<file path="src/sv/assert_macros.svh">
// ----------------------------------------------------------------------------
// assert_macros.svh
// Concurrent assertion helpers shared by the PWM meter modules.
// ----------------------------------------------------------------------------
`ifndef ASSERT_MACROS_SVH
`define ASSERT_MACROS_SVH
`ifndef SYNTHESIS
// Check a property on every clock edge outside reset
`define PFDM_ASSERT(label, clk, rst_n, prop) \
    label: assert property (@(posedge clk) disable iff (!rst_n) prop) \
        else $error("pfdm assertion failed");
// Check that a condition never holds outside reset
`define PFDM_ASSERT_NEVER(label, clk, rst_n, cond) \
    label: assert property (@(posedge clk) disable iff (!rst_n) !(cond)) \
        else $error("pfdm assertion failed");
`else
`define PFDM_ASSERT(label, clk, rst_n, prop)
`define PFDM_ASSERT_NEVER(label, clk, rst_n, cond)
`endif
`endif

</file>
<file path="src/sv/pfdm_pkg.sv">
// ----------------------------------------------------------------------------
// pfdm_pkg
// Shared constants, register indexes and types of the PWM frequency/duty meter.
// ----------------------------------------------------------------------------
package pfdm_pkg;

    // Default sizing
    localparam int COUNTER_WIDTH_DEFAULT = 32;
    localparam int QUEUE_DEPTH_DEFAULT   = 4;

    // Configuration port
    localparam int CFG_INDEX_WIDTH = 1;
    localparam int CFG_DATA_WIDTH  = 32;
    localparam logic [CFG_INDEX_WIDTH-1:0] REG_TICKS_PER_SECOND = 1'b0;
    localparam logic [CFG_INDEX_WIDTH-1:0] REG_TIMEOUT_TICKS    = 1'b1;
    localparam logic [CFG_DATA_WIDTH-1:0]  TICKS_PER_SECOND_RESET = 32'd16000000;
    localparam logic [CFG_DATA_WIDTH-1:0]  TIMEOUT_TICKS_RESET    = 32'd16000000;

    // Request opcodes
    localparam logic OP_TICK = 1'b0;
    localparam logic OP_READ = 1'b1;

    // Result widths and limits
    localparam int FREQ_WIDTH = 32;
    localparam int DUTY_WIDTH = 7;
    localparam logic [DUTY_WIDTH-1:0] DUTY_FULL = 7'd100;

    // Classification of a read request, handed from front to back
    typedef struct packed {
        logic lost;
        logic saturated;
    } read_flags_t;

    localparam int FLAGS_WIDTH = $bits(read_flags_t);

endpackage

</file>
<file path="src/sv/pfdm_front.sv">
// ----------------------------------------------------------------------------
// pfdm_front
// Request intake: runs the tick counter and edge capture on accepted ticks, holds
// the configuration registers and classifies read requests for the back end.
// ----------------------------------------------------------------------------
module pfdm_front #(
    parameter int COUNTER_WIDTH = pfdm_pkg::COUNTER_WIDTH_DEFAULT
) (
    input  logic                                    clk,
    input  logic                                    rst_n,
    // Request channel
    input  logic                                    item_valid,
    output logic                                    item_ready,
    input  logic                                    operation,
    input  logic                                    pin_level,
    // Configuration channel
    input  logic                                    cfg_valid,
    output logic                                    cfg_ready,
    input  logic [pfdm_pkg::CFG_INDEX_WIDTH-1:0]    cfg_index,
    input  logic [pfdm_pkg::CFG_DATA_WIDTH-1:0]     cfg_data,
    // Queue write side
    input  logic                                    queue_full,
    output logic                                    push,
    output pfdm_pkg::read_flags_t                   push_flags,
    output logic [pfdm_pkg::CFG_DATA_WIDTH-1:0]     push_tps,
    output logic [COUNTER_WIDTH-1:0]                push_period,
    output logic [COUNTER_WIDTH-1:0]                push_high
);

    localparam int CMP_WIDTH = (COUNTER_WIDTH > pfdm_pkg::CFG_DATA_WIDTH) ?
                               COUNTER_WIDTH : pfdm_pkg::CFG_DATA_WIDTH;

    logic [COUNTER_WIDTH-1:0]               counter_reg, counter_next;
    logic [COUNTER_WIDTH-1:0]               period_reg, period_next;
    logic [COUNTER_WIDTH-1:0]               high_reg, high_next;
    logic                                   level_reg, level_next;
    logic [pfdm_pkg::CFG_DATA_WIDTH-1:0]    tps_reg, tps_next;
    logic [pfdm_pkg::CFG_DATA_WIDTH-1:0]    timeout_reg, timeout_next;
    logic [COUNTER_WIDTH-1:0]               counter_inc;
    logic                                   accept;
    logic                                   tick;

    // Stall only a read that finds the queue full; ticks always go through
    assign item_ready = !((operation == pfdm_pkg::OP_READ) && queue_full);
    assign accept     = item_valid && item_ready;
    assign tick       = accept && (operation == pfdm_pkg::OP_TICK);
    assign push       = accept && (operation == pfdm_pkg::OP_READ);
    assign cfg_ready  = 1'b1;

    // Classify a read against the current capture state
    assign push_flags.lost = (CMP_WIDTH'(counter_reg) > CMP_WIDTH'(timeout_reg)) ||
                             (period_reg == '0);
    assign push_flags.saturated = (high_reg >= period_reg);
    assign push_tps    = tps_reg;
    assign push_period = period_reg;
    assign push_high   = high_reg;

    // Advance the counter and capture on pin edges
    assign counter_inc = counter_reg + COUNTER_WIDTH'(1);

    always_comb
    begin
        counter_next = counter_reg;
        period_next  = period_reg;
        high_next    = high_reg;
        level_next   = level_reg;
        if (tick)
        begin
            counter_next = counter_inc;
            level_next   = pin_level;
            if (!level_reg && pin_level)
            begin
                period_next  = counter_inc;
                counter_next = '0;
            end
            else if (level_reg && !pin_level)
            begin
                high_next = counter_inc;
            end
        end
    end

    // Decode configuration writes
    always_comb
    begin
        tps_next     = tps_reg;
        timeout_next = timeout_reg;
        if (cfg_valid && cfg_ready)
        begin
            case (cfg_index)
                pfdm_pkg::REG_TICKS_PER_SECOND: tps_next     = cfg_data;
                pfdm_pkg::REG_TIMEOUT_TICKS:    timeout_next = cfg_data;
                default:
                begin
                    tps_next     = tps_reg;
                    timeout_next = timeout_reg;
                end
            endcase
        end
    end

    always_ff @(posedge clk or negedge rst_n)
    begin
        if (!rst_n)
        begin
            counter_reg <= '0;
            period_reg  <= '0;
            high_reg    <= '0;
            level_reg   <= 1'b1;
            tps_reg     <= pfdm_pkg::TICKS_PER_SECOND_RESET;
            timeout_reg <= pfdm_pkg::TIMEOUT_TICKS_RESET;
        end
        else
        begin
            counter_reg <= counter_next;
            period_reg  <= period_next;
            high_reg    <= high_next;
            level_reg   <= level_next;
            tps_reg     <= tps_next;
            timeout_reg <= timeout_next;
        end
    end

endmodule

</file>
<file path="src/sv/pfdm_queue.sv">
// ----------------------------------------------------------------------------
// pfdm_queue
// Small FIFO of classified read requests between front and back end.
// ----------------------------------------------------------------------------
`include "assert_macros.svh"

module pfdm_queue #(
    parameter int DATA_WIDTH = 8,
    parameter int DEPTH      = pfdm_pkg::QUEUE_DEPTH_DEFAULT
) (
    input  logic                  clk,
    input  logic                  rst_n,
    input  logic                  push,
    input  logic [DATA_WIDTH-1:0] push_data,
    input  logic                  pop,
    output logic [DATA_WIDTH-1:0] pop_data,
    output logic                  full,
    output logic                  empty
);

    localparam int PTR_WIDTH   = (DEPTH > 1) ? $clog2(DEPTH) : 1;
    localparam int COUNT_WIDTH = $clog2(DEPTH + 1);

    logic [DATA_WIDTH-1:0]  mem [DEPTH];
    logic [PTR_WIDTH-1:0]   wr_ptr_reg, wr_ptr_next;
    logic [PTR_WIDTH-1:0]   rd_ptr_reg, rd_ptr_next;
    logic [COUNT_WIDTH-1:0] count_reg, count_next;

    assign full     = (count_reg == COUNT_WIDTH'(DEPTH));
    assign empty    = (count_reg == '0);
    assign pop_data = mem[rd_ptr_reg];

    // Step pointers with wrap at the depth
    always_comb
    begin
        wr_ptr_next = wr_ptr_reg;
        rd_ptr_next = rd_ptr_reg;
        count_next  = count_reg;
        if (push)
        begin
            wr_ptr_next = (wr_ptr_reg == PTR_WIDTH'(DEPTH - 1)) ? '0 :
                          wr_ptr_reg + PTR_WIDTH'(1);
        end
        if (pop)
        begin
            rd_ptr_next = (rd_ptr_reg == PTR_WIDTH'(DEPTH - 1)) ? '0 :
                          rd_ptr_reg + PTR_WIDTH'(1);
        end
        if (push && !pop)
        begin
            count_next = count_reg + COUNT_WIDTH'(1);
        end
        else if (pop && !push)
        begin
            count_next = count_reg - COUNT_WIDTH'(1);
        end
    end

    always_ff @(posedge clk or negedge rst_n)
    begin
        if (!rst_n)
        begin
            wr_ptr_reg <= '0;
            rd_ptr_reg <= '0;
            count_reg  <= '0;
        end
        else
        begin
            wr_ptr_reg <= wr_ptr_next;
            rd_ptr_reg <= rd_ptr_next;
            count_reg  <= count_next;
        end
    end

    // Store entries
    always_ff @(posedge clk)
    begin
        if (push)
        begin
            mem[wr_ptr_reg] <= push_data;
        end
    end

    `PFDM_ASSERT_NEVER(a_push_full, clk, rst_n, push && full)
    `PFDM_ASSERT_NEVER(a_pop_empty, clk, rst_n, pop && empty)
    `PFDM_ASSERT(a_empty_ptrs, clk, rst_n, empty |-> wr_ptr_reg == rd_ptr_reg)

endmodule

</file>
<file path="src/sv/pfdm_back.sv">
// ----------------------------------------------------------------------------
// pfdm_back
// Read execution: one shared restoring divider, one quotient bit per cycle,
// computes rounded frequency then rounded duty; lost: zeros, saturated: 100.
// ----------------------------------------------------------------------------
`include "assert_macros.svh"

module pfdm_back #(
    parameter int COUNTER_WIDTH = pfdm_pkg::COUNTER_WIDTH_DEFAULT
) (
    input  logic                                clk,
    input  logic                                rst_n,
    // Queue read side
    input  logic                                queue_empty,
    output logic                                pop,
    input  pfdm_pkg::read_flags_t               entry_flags,
    input  logic [pfdm_pkg::CFG_DATA_WIDTH-1:0] entry_tps,
    input  logic [COUNTER_WIDTH-1:0]            entry_period,
    input  logic [COUNTER_WIDTH-1:0]            entry_high,
    // Result channel
    output logic                                result_valid,
    input  logic                                result_ready,
    output logic [pfdm_pkg::FREQ_WIDTH-1:0]     frequency_hz,
    output logic [pfdm_pkg::DUTY_WIDTH-1:0]     duty_pct,
    output logic                                signal_lost
);

    // Dividend width covers tps + period/2 and high*100 + period/2
    localparam int DNW  = ((COUNTER_WIDTH + 7) > 33) ? (COUNTER_WIDTH + 7) : 33;
    localparam int CNTW = $clog2(DNW + 1);

    localparam logic [1:0] ST_IDLE = 2'd0;
    localparam logic [1:0] ST_FREQ = 2'd1;
    localparam logic [1:0] ST_DUTY = 2'd2;
    localparam logic [1:0] ST_DONE = 2'd3;

    logic [1:0]                         state_reg, state_next;
    logic [CNTW-1:0]                    cnt_reg, cnt_next;
    logic [DNW-1:0]                     quot_reg, quot_next;
    logic [COUNTER_WIDTH-1:0]           rem_reg, rem_next;
    logic [COUNTER_WIDTH-1:0]           divisor_reg, divisor_next;
    logic [DNW-1:0]                     prod_reg, prod_next;
    logic                               sat_reg, sat_next;
    logic [pfdm_pkg::FREQ_WIDTH-1:0]    freq_reg, freq_next;
    logic [pfdm_pkg::DUTY_WIDTH-1:0]    duty_reg, duty_next;
    logic                               lost_reg, lost_next;

    logic [COUNTER_WIDTH:0]             rem_shift;
    logic [COUNTER_WIDTH:0]             rem_diff;
    logic                               q_bit;
    logic [COUNTER_WIDTH-1:0]           rem_step;
    logic [DNW-1:0]                     quot_step;
    logic                               last_step;
    logic [COUNTER_WIDTH-1:0]           entry_half;
    logic [COUNTER_WIDTH-1:0]           divisor_half;
    logic [DNW-1:0]                     freq_num;
    logic [DNW-1:0]                     high_x100;

    // One restoring division step
    assign rem_shift = {rem_reg, quot_reg[DNW-1]};
    assign rem_diff  = rem_shift - {1'b0, divisor_reg};
    assign q_bit     = (rem_shift >= {1'b0, divisor_reg});
    assign rem_step  = q_bit ? rem_diff[COUNTER_WIDTH-1:0] : rem_shift[COUNTER_WIDTH-1:0];
    assign quot_step = {quot_reg[DNW-2:0], q_bit};
    assign last_step = (cnt_reg == CNTW'(1));

    // Operand setup: rounding offsets and high time scaled by 100
    assign entry_half   = entry_period >> 1;
    assign divisor_half = divisor_reg >> 1;
    assign freq_num     = DNW'(entry_tps) + DNW'(entry_half);
    assign high_x100    = (DNW'(entry_high) << 6) + (DNW'(entry_high) << 5) +
                          (DNW'(entry_high) << 2);

    assign pop          = (state_reg == ST_IDLE) && !queue_empty;
    assign result_valid = (state_reg == ST_DONE);
    assign frequency_hz = freq_reg;
    assign duty_pct     = duty_reg;
    assign signal_lost  = lost_reg;

    always_comb
    begin
        state_next   = state_reg;
        cnt_next     = cnt_reg;
        quot_next    = quot_reg;
        rem_next     = rem_reg;
        divisor_next = divisor_reg;
        prod_next    = prod_reg;
        sat_next     = sat_reg;
        freq_next    = freq_reg;
        duty_next    = duty_reg;
        lost_next    = lost_reg;
        case (state_reg)
            ST_IDLE:
            begin
                // Take the next request; a lost signal reports zeros at once
                if (!queue_empty)
                begin
                    lost_next = entry_flags.lost;
                    if (entry_flags.lost)
                    begin
                        freq_next  = '0;
                        duty_next  = '0;
                        state_next = ST_DONE;
                    end
                    else
                    begin
                        quot_next    = freq_num;
                        rem_next     = '0;
                        cnt_next     = CNTW'(DNW);
                        divisor_next = entry_period;
                        prod_next    = high_x100;
                        sat_next     = entry_flags.saturated;
                        state_next   = ST_FREQ;
                    end
                end
            end
            ST_FREQ:
            begin
                quot_next = quot_step;
                rem_next  = rem_step;
                cnt_next  = cnt_reg - CNTW'(1);
                if (last_step)
                begin
                    freq_next = quot_step[pfdm_pkg::FREQ_WIDTH-1:0];
                    if (sat_reg)
                    begin
                        duty_next  = pfdm_pkg::DUTY_FULL;
                        state_next = ST_DONE;
                    end
                    else
                    begin
                        // Load high*100 + period/2 for the duty division
                        quot_next  = prod_reg + DNW'(divisor_half);
                        rem_next   = '0;
                        cnt_next   = CNTW'(DNW);
                        state_next = ST_DUTY;
                    end
                end
            end
            ST_DUTY:
            begin
                quot_next = quot_step;
                rem_next  = rem_step;
                cnt_next  = cnt_reg - CNTW'(1);
                if (last_step)
                begin
                    duty_next  = quot_step[pfdm_pkg::DUTY_WIDTH-1:0];
                    state_next = ST_DONE;
                end
            end
            ST_DONE:
            begin
                // Hold the result until the receiver takes it
                if (result_ready)
                begin
                    state_next = ST_IDLE;
                end
            end
            default:
            begin
                state_next = ST_IDLE;
            end
        endcase
    end

    always_ff @(posedge clk or negedge rst_n)
    begin
        if (!rst_n)
        begin
            state_reg <= ST_IDLE;
            cnt_reg   <= '0;
        end
        else
        begin
            state_reg <= state_next;
            cnt_reg   <= cnt_next;
        end
    end

    always_ff @(posedge clk)
    begin
        quot_reg    <= quot_next;
        rem_reg     <= rem_next;
        divisor_reg <= divisor_next;
        prod_reg    <= prod_next;
        sat_reg     <= sat_next;
        freq_reg    <= freq_next;
        duty_reg    <= duty_next;
        lost_reg    <= lost_next;
    end

    `PFDM_ASSERT(a_lost_zero, clk, rst_n, result_valid && lost_reg |-> {freq_reg, duty_reg} == '0)
    `PFDM_ASSERT(a_duty_range, clk, rst_n, result_valid |-> duty_pct <= pfdm_pkg::DUTY_FULL)
    `PFDM_ASSERT(a_div_count, clk, rst_n, (state_reg == ST_FREQ || state_reg == ST_DUTY) |-> cnt_reg != '0)
    `PFDM_ASSERT(a_pop_leaves_idle, clk, rst_n, pop |=> state_reg != ST_IDLE)

endmodule

</file>
<file path="src/sv/pwm_frequency_duty_meter_core.sv">
// ----------------------------------------------------------------------------
// pwm_frequency_duty_meter_core
// PWM input meter: captures period and high time of a sampled pin and
// reports rounded frequency and duty cycle on request.
// ----------------------------------------------------------------------------
// Usage:
//   Request channel (item_valid/item_ready, operation, pin_level): a tick
//   request advances the tick counter and captures on pin edges in the cycle
//   it is accepted, one tick per clock. A read request snapshots the capture
//   state into a queue of QUEUE_DEPTH entries; item_ready drops only for a
//   read that meets a full queue, so ticks are never held off.
//   Result channel (result_valid/result_ready): one result per read, in order.
//   Results come from the single bit-serial divider, one read at a time: it
//   runs the frequency division, then the duty division (skipped when duty
//   saturates; both are skipped when the signal is lost). A stalled result
//   holds the divider; ticks keep being taken.
//   Configuration channel (cfg_valid/cfg_ready, cfg_index, cfg_data): index 0
//   is ticks_per_second, index 1 is timeout_ticks; cfg_ready is always high.
//   Reset clears counter and captures, sets the previous pin level high and
//   loads both registers with 16000000.
// ----------------------------------------------------------------------------
module pwm_frequency_duty_meter_core #(
    parameter int COUNTER_WIDTH = pfdm_pkg::COUNTER_WIDTH_DEFAULT,
    parameter int QUEUE_DEPTH   = pfdm_pkg::QUEUE_DEPTH_DEFAULT
) (
    input  logic                                clk,
    input  logic                                rst_n,
    input  logic                                item_valid,
    output logic                                item_ready,
    input  logic                                operation,
    input  logic                                pin_level,
    output logic                                result_valid,
    input  logic                                result_ready,
    output logic [pfdm_pkg::FREQ_WIDTH-1:0]     frequency_hz,
    output logic [pfdm_pkg::DUTY_WIDTH-1:0]     duty_pct,
    output logic                                signal_lost,
    input  logic                                cfg_valid,
    output logic                                cfg_ready,
    input  logic [pfdm_pkg::CFG_INDEX_WIDTH-1:0] cfg_index,
    input  logic [pfdm_pkg::CFG_DATA_WIDTH-1:0] cfg_data
);

    localparam int TPS_W   = pfdm_pkg::CFG_DATA_WIDTH;
    localparam int ENTRY_W = pfdm_pkg::FLAGS_WIDTH + TPS_W + 2 * COUNTER_WIDTH;

    logic                       push;
    logic                       pop;
    logic                       queue_full;
    logic                       queue_empty;
    pfdm_pkg::read_flags_t      push_flags;
    pfdm_pkg::read_flags_t      entry_flags;
    logic [TPS_W-1:0]           push_tps;
    logic [TPS_W-1:0]           entry_tps;
    logic [COUNTER_WIDTH-1:0]   push_period;
    logic [COUNTER_WIDTH-1:0]   entry_period;
    logic [COUNTER_WIDTH-1:0]   push_high;
    logic [COUNTER_WIDTH-1:0]   entry_high;
    logic [ENTRY_W-1:0]         push_data;
    logic [ENTRY_W-1:0]         pop_data;

    pfdm_front #(
        .COUNTER_WIDTH (COUNTER_WIDTH)
    ) u_front (
        .clk         (clk),
        .rst_n       (rst_n),
        .item_valid  (item_valid),
        .item_ready  (item_ready),
        .operation   (operation),
        .pin_level   (pin_level),
        .cfg_valid   (cfg_valid),
        .cfg_ready   (cfg_ready),
        .cfg_index   (cfg_index),
        .cfg_data    (cfg_data),
        .queue_full  (queue_full),
        .push        (push),
        .push_flags  (push_flags),
        .push_tps    (push_tps),
        .push_period (push_period),
        .push_high   (push_high)
    );

    // Pack and unpack queue entries
    assign push_data    = {push_flags, push_tps, push_period, push_high};
    assign entry_flags  = pop_data[ENTRY_W-1 -: pfdm_pkg::FLAGS_WIDTH];
    assign entry_tps    = pop_data[2*COUNTER_WIDTH +: TPS_W];
    assign entry_period = pop_data[COUNTER_WIDTH +: COUNTER_WIDTH];
    assign entry_high   = pop_data[0 +: COUNTER_WIDTH];

    pfdm_queue #(
        .DATA_WIDTH (ENTRY_W),
        .DEPTH      (QUEUE_DEPTH)
    ) u_queue (
        .clk       (clk),
        .rst_n     (rst_n),
        .push      (push),
        .push_data (push_data),
        .pop       (pop),
        .pop_data  (pop_data),
        .full      (queue_full),
        .empty     (queue_empty)
    );

    pfdm_back #(
        .COUNTER_WIDTH (COUNTER_WIDTH)
    ) u_back (
        .clk          (clk),
        .rst_n        (rst_n),
        .queue_empty  (queue_empty),
        .pop          (pop),
        .entry_flags  (entry_flags),
        .entry_tps    (entry_tps),
        .entry_period (entry_period),
        .entry_high   (entry_high),
        .result_valid (result_valid),
        .result_ready (result_ready),
        .frequency_hz (frequency_hz),
        .duty_pct     (duty_pct),
        .signal_lost  (signal_lost)
    );

endmodule
</file>
<file path="config.mk">
export PLATFORM = sky130hd
export DESIGN_NAME = pwm_frequency_duty_meter_core
export DESIGN_NICKNAME = d
export VERILOG_FILES = /design/src/sv/pfdm_pkg.sv /design/src/sv/pfdm_front.sv /design/src/sv/pfdm_queue.sv /design/src/sv/pfdm_back.sv /design/src/sv/pwm_frequency_duty_meter_core.sv
export VERILOG_INCLUDE_DIRS = /design/src /design/src/sv
export SDC_FILE = /design/constraint.sdc
export NUM_CORES = 1
export LEC_CHECK = 0
export ABC_AREA = 1
export BUFFER_PORTS_ARGS = -buffer_cell sky130_fd_sc_hd__buf_2
export CAP_MARGIN = 20
export CORE_MARGIN = 2
export CORE_UTILIZATION = 30
export CTS_CLUSTER_DIAMETER = 80
export DETAILED_ROUTE_END_ITERATION = 16
export SKIP_CTS_REPAIR_TIMING = 1
export SLEW_MARGIN = 20
export SYNTH_ARGS = -nofsm -noshare
export SYNTH_HDL_FRONTEND = slang
export SYNTH_SLANG_ARGS = --single-unit
export TNS_END_PERCENT = 50
</file>
<file path="constraint.sdc">
create_clock -name clk -period 8.5 [get_ports clk]
set_input_delay 0.85 -clock clk [delete_from_list [all_inputs] [get_ports clk]]
set_output_delay 0.85 -clock clk [all_outputs]
set_load 0.02 [all_outputs]
</file>
==> run metrics, run 1 <==
Worst-Margin Slew=1036 ps; Worst Skew=34.21 ps; top area cells in the synthesized netlist=edfxtp_1 (43%), dfrtp_1 (10%), nand2_1 (9.6%); family with the most delay on the worst path=compound AO/OA/AOI/OAI gates; post-route ant nets=0; Initial Utilization=0.3023; area grow syn2layout=12.77%; largest net degree at the start of global routing=105; top cell type's share of synthesized area=0.4265; Post-Syn Area=0.04034 sq mm; Final Slew Violations=0; leading area contributor after synthesis=edfxtp_1; buffer and inverter count on the worst path=3; Skew-Pair Late Insertion Delay=680 ps; WP data required=8990 ps; num ports=83; layout cell share with drive strength beyond 1=0.06494; n_diodes=0; Root Driver=clkbuf_16; Port Buffers=81; largest family of logic cells by synthesized area=simple AND/OR/NAND/NOR gates; CP max stage cell=buf_4; Most common cell on crit path=o21ai_0; status=complete, no violations; Post-synth top cells=nand2_1 (1031), edfxtp_1 (573), inv_1 (570); critical path's largest stage delay=850 ps; # Max-Cap Violations=0; cell with the most instances after synthesis=nand2_1; syn_nets=4733; die width=370.7 microns; Core Region=0.1335 sq mm; relative max-transition margin=0.3029; Placer Congestion=0.9377; routed len/inst=18.36 microns; Netlist cell types=57; Hold Path Class=in2async; nets@finish=4803; first-pass GRT wire length=176200 microns; Via Count=30.99k; mux cell area share after synthesis=0.0002791; Async SR Flop Fraction=0.2350; Peak Freq=0.1932 GHz; FF-to-FF setup slack=3330 ps; H-tree levels=3; Post-Syn Area per Cell=9.056 sq um; fin crit share=0.6088; final hold vios=0; WP data arrival=5670 ps; gr usage total=0.1668; GRT overflow=0; Post-DP HPWL=86350 microns; multi-input logic area=0.01611 sq mm; Via density=4.874; number of synthesized flops with an enable pin=573; clock sink total=749; drt total wl=116700 microns; crit path kind=reg2reg; Synth Area in XOR/XNOR=0.01954; reg2reg start=u_queue.rd_ptr_reg[0]; Reg clk slew, reported paths=60 ps; number of DRC markers in iteration 0=2748; post-layout min period=5175 ps; Setup-failing EPs final=0; first-pass iteration count of the detailed router=6; initial antenna violation count=4; Inserted Clock Buffers=79; RSZ-0062 raised after global routing=false; adder-cell share of the synthesized area=0.07995; DRC Markers=0; complex-gate fraction of the synthesized area=0.1112; Die Footprint=0.1374 sq mm; Most used DFF post-synth=edfxtp_1; setup TNS=0 ps; Worst Reg2Reg Path Length in Cells=12; DIE HEIGHT=370.7 microns; Levels on crit path=12; worst-case clock buffer depth=3; Critical Path Source=u_queue.rd_ptr_reg[0]; crit path capture type=register; row count=134; Mapped Cells=4455; startpoint types=register; register bit total from synthesis=749; TritonCTS clock tree=done; Fillers=13.71k; Crit Path Max Fanout=104; Seq/Total Area, Yosys=0.5361; FF+latch area=0.02163 sq mm; vias in the first global route=29.12k; CP cell instances=inv_4, buf_4, o21ai_0, o22ai_1, ha_1, nand2_1, inv_1, a21oi_1, nand3_1, o21ai_0, o21ai_0, o21ai_0; Synth Warn #=0; Post-Synth Simple-Gate Area=0.1868; max reg flops=392
-- cell families after synthesis --
family / count (synthesis)
AOI/OAI and AO/OA: 836
xor gates and xnor gates: 90
adders and majority gates: 238
buffers and inverters: 700
DFF: 749
muxes: 1
other: 1
and+or+nand+nor: 1840
-- per-layer routing --
layer	vias to the layer above	global-route usage	part of all wire	routed length [microns]
li1	15156	-	-	-
met1	14783	0.2461	0.48	55620
met2	904	0.2584	0.45	51990
met3	144	0.02115	0.056	6552
met4	0	0.04041	0.022	2546
met5	-	0	0	0
-- metrics by stage --
stage	instances	hold WS (ps)	setup slack, ps	util	area [sq um]
3_3_place_gp	6212	469.7	3515	0.3206	42780
3_5_place_dp	6212	472.9	3451	0.3206	42780
6_report	6357	250.4	3325	0.3409	45500
4_1_cts	6357	248.0	3465	0.3409	45500
5_1_grt	6357	282.9	3017	0.3409	45500
2_1_floorplan	4455	453.0	2266	-	40340
-- final timing paths --
path | endpoint
hold reg to reg | u_front.timeout_reg[5]
setup / recovery | u_back.quot_reg[9]
hold / removal | u_front.push_tps[24]
max in group asynchronous | u_queue.rd_ptr_reg[0]
min in group clk | u_front.level_reg
setup reg to reg | u_back.quot_reg[9]
-- area by class of cell --
| type | count | area share |
|---|---|---|
| Multi-Input combinational cell | 3006 | 0.3542 |
| Inverter | 578 | 0.04774 |
| Clock buffer | 108 | 0.04763 |
| Clock inverter | 37 | 0.01199 |
| Tap cell | 1768 | 0.04862 |
| Sequential cell | 749 | 0.4755 |
| Timing Repair Buffer | 111 | 0.01433 |
-- placed cells by master (no fill, tap or decap), types with 10 or more instances in the layout --
cell / instances
a21oi_1: 194
nand3b_1: 13
nand4_1: 48
clkinv_2: 10
a31oi_1: 13
dfstp_2: 15
buf_4: 29
edfxtp_1: 573
nor3_1: 33
nor4_1: 15
nand2_1: 1030
xor2_1: 77
xnor2_1: 13
fa_1: 33
nor2_1: 464
o22ai_1: 110
clkbuf_16: 80
buf_2: 80
ha_1: 205
clkbuf_1: 22
inv_1: 569
o21bai_1: 12
nor2_2: 18
nand3_1: 191
o21ai_0: 466
bufinv_16: 10
dfrtp_1: 159
Power of run 1 is left out: the tool's default activity adds up to more than one toggle a clock period on the data nets, which glitch-free logic cannot reach.
==> run 2, diff against run 1 <==
--- a/config.mk
+++ b/config.mk
@@ -6,7 +6,7 @@
 export SDC_FILE = /design/constraint.sdc
 export NUM_CORES = 1
 export LEC_CHECK = 0
-export ABC_AREA = 1
+export ABC_AREA = 0
 export BUFFER_PORTS_ARGS = -buffer_cell sky130_fd_sc_hd__buf_2
 export CAP_MARGIN = 20
 export CORE_MARGIN = 2
==> constraint.sdc (replaced) <==
create_clock -name clk -period 5.3 [get_ports clk]
set_input_delay 0.53 -clock clk [delete_from_list [all_inputs] [get_ports clk]]
set_output_delay 0.53 -clock clk [all_outputs]
set_load 0.02 [all_outputs]
==> run 2 against run 1 <==
Net effect:
- non-clock buffer count increased by 6
- final cell count down 27%
- critical path depth increased by 1
- largest cell class unchanged
==> run metrics, run 2 <==
top cell type's share of synthesized area=0.4588 (+0.03231); relative max-transition margin=0.3151 (+0.01227); Seq/Total Area, Yosys=0.5767 (+0.04062); area grow syn2layout=13.59%; Initial Utilization=0.3029 (+0.0006377); number of synthesized flops with an enable pin=573 (unchanged); Crit Path Max Fanout=22 (-79%); Final Slew Violations=0 (unchanged); TritonCTS clock tree=done; Root Driver=clkbuf_16; critical path's largest stage delay=710 ps (-140 ps); crit path capture type=register; max reg flops=392 (unchanged); fin crit share=0.8966 (+0.2878); initial antenna violation count=14 (+10); RSZ-0062 raised after global routing=false; Core Region=0.1238 sq mm (-7.2%); row count=129 (-3.7%); CP max stage cell=dfrtp_4; Most used DFF post-synth=edfxtp_1; startpoint types=register; GRT overflow=0 (unchanged); Post-Syn Area per Cell=13.14 sq um (+45%); Reg clk slew, reported paths=60 ps (about the same); Final Util=0.3441 (+0.003215); Setup-failing EPs final=0 (unchanged); FF-to-FF setup slack=550 ps (-2780 ps); layout cell share with drive strength beyond 1=0.1528 (+0.08786); leading area contributor after synthesis=edfxtp_1; WP data arrival=5110 ps (-560 ps); DIE HEIGHT=357.6 microns (-3.5%); clock sink total=749 (unchanged); Placer Congestion=0.8450 (-9.9%); Synth Warn #=0 (unchanged); number of DRC markers in iteration 0=1760 (-36%); top area cells in the synthesized netlist=edfxtp_1 (46%), dfrtp_1 (11%), ha_1 (6.8%); post-layout min period=4752 ps (-422.7 ps); status=complete, no violations; Hold Path Class=in2reg; Mapped Cells=2855 (-36%); Post-synth top cells=edfxtp_1 (573), a21oi_1 (212), ha_1 (205); cell with the most instances after synthesis=edfxtp_1; Worst-Margin Slew=1024 ps (-12.64 ps); gr usage total=0.1405 (-0.02632); Async SR Flop Fraction=0.2350 (unchanged); Skew-Pair Late Insertion Delay=660 ps (-20 ps); Fillers=11.97k (-13%); die width=357.6 microns (-3.5%); worst-case clock buffer depth=3 (unchanged); Via density=4.980 (+2.2%); drt total wl=90290 microns (-23%); syn_nets=3133 (-34%); num ports=83 (unchanged); Netlist cell types=90 (+58%); Post-Syn Area=0.03750 sq mm (-7.0%); first-pass iteration count of the detailed router=5 (-1); final hold vios=0 (unchanged); post-route ant nets=0 (unchanged); Inserted Clock Buffers=79 (unchanged); reg2reg start=u_queue.rd_ptr_reg[0]; CP cell instances=mux4_2, fa_1, ha_1, fa_1, a21o_1, nand4_1, a21oi_1, o21ai_0, a21oi_1, o2111ai_1, nand3_1, o41ai_1, o21bai_1; H-tree levels=3 (unchanged); DRC Markers=0 (unchanged); register bit total from synthesis=749 (unchanged); most common cell after layout, fill and taps aside=edfxtp_1; crit path kind=reg2reg; largest net degree at the start of global routing=99 (-5.7%); Die Footprint=0.1279 sq mm (-7.0%); R2R Path End=u_back.prod_reg[38]; routed len/inst=19.40 microns (+5.7%); nets@finish=3229 (-33%); Via Count=23.18k (-25%); Critical path destination=u_back.prod_reg[38]; Port Buffers=81 (unchanged); vias in the first global route=22.70k (-22%); Peak Freq=0.2104 GHz (+8.9%); Post-DP HPWL=65150 microns (-25%); leading cell types in the layout, fill and taps excluded=edfxtp_1 (573), a21oi_1 (212), ha_1 (204); setup TNS=0 ps (unchanged); first-pass GRT wire length=137800 microns (-22%); Worst Reg2Reg Path Length in Cells=13 (+1); Worst Skew=36.30 ps (+2.091 ps); Critical Path Source=u_queue.rd_ptr_reg[0]; WP data required=5660 ps (-3330 ps); # Max-Cap Violations=0 (unchanged)
-- run 2: cell families after synthesis --
logic type	count (synthesis)	synth area share
adders and majority gates	238	0.08601
buffers and inverters	253	0.02639
DFF	749	0.5767
muxes	192	0.08621
xor gates and xnor gates	134	0.03129
other	1	0.00009999
AOI/OAI and AO/OA	660	0.1136
and+or+nand+nor	628	0.07970
-- run 2: layout make-up --
class | count | area [sq um] | area share
inverters | 151 | 566.8 | 0.01330
clock buffers | 103 | 2150 | 0.05046
repair buffers | 117 | 778.2 | 0.01827
flip-flops and latches | 749 | 21640 | 0.5079
multi-input cells | 1853 | 14940 | 0.3508
clock inverters | 44 | 475.5 | 0.01116
well taps | 1637 | 2048 | 0.04808
diodes | 1 | 2.502 | 0.00005874
-- run 2: worst min path at each step --
stage | cells after the start | end | slack [ps] | startpoint
3_3_place_gp | 1 | u_front.timeout_reg[1] | 490 | u_front.timeout_reg[1]
5_1_grt | 2 | u_front.timeout_reg[28] | 80 | cfg_data[28]
6_report | 2 | u_front.timeout_reg[28] | 120 | cfg_data[28]
4_1_cts | 1 | u_front.counter_reg[21] | -90 | rst_n
2_1_floorplan | 0 | u_back.cnt_reg[0] | 230 | rst_n
3_5_place_dp | 1 | u_front.timeout_reg[17] | 500 | u_front.timeout_reg[17]
-- run 2: stage by stage --
| step | hold WS [ps] | cell area (sq um) | std cells | setup WS [ps] |
|---|---|---|---|---|
| after floorplan | 234.4 | 37500 | 2855 | 286.8 |
| after global placement | 490.4 | 39950 | 4505 | 646.7 |
| after detailed placement | 495.2 | 39960 | 4506 | 561.0 |
| after CTS | -89.61 | 42590 | 4653 | 536.9 |
| after global routing | 84.04 | 42600 | 4654 | 182.5 |
| final | 118.3 | 42600 | 4655 | 547.9 |
-- run 2: critical path, delay by kind of cell, from the launching register on --
family | cells | cell delay, ps
AO/OA/AOI/OAI | 7 | 1720
adder cells (fa/ha/maj) | 3 | 1150
flip-flops | 1 | 710
multiplexers | 1 | 620
AND/OR/NAND/NOR | 2 | 250
-- run 2: routing by layer --
layer | up-vias | track usage | part of all wire
met1 | 11492 | 0.2048 | 0.48
li1 | 10995 | - | -
met5 | - | 0 | 0.00018
met3 | 160 | 0.02763 | 0.052
met4 | 2 | 0.03590 | 0.028
met2 | 535 | 0.2139 | 0.44
Power of run 2 is left out for the same reason.
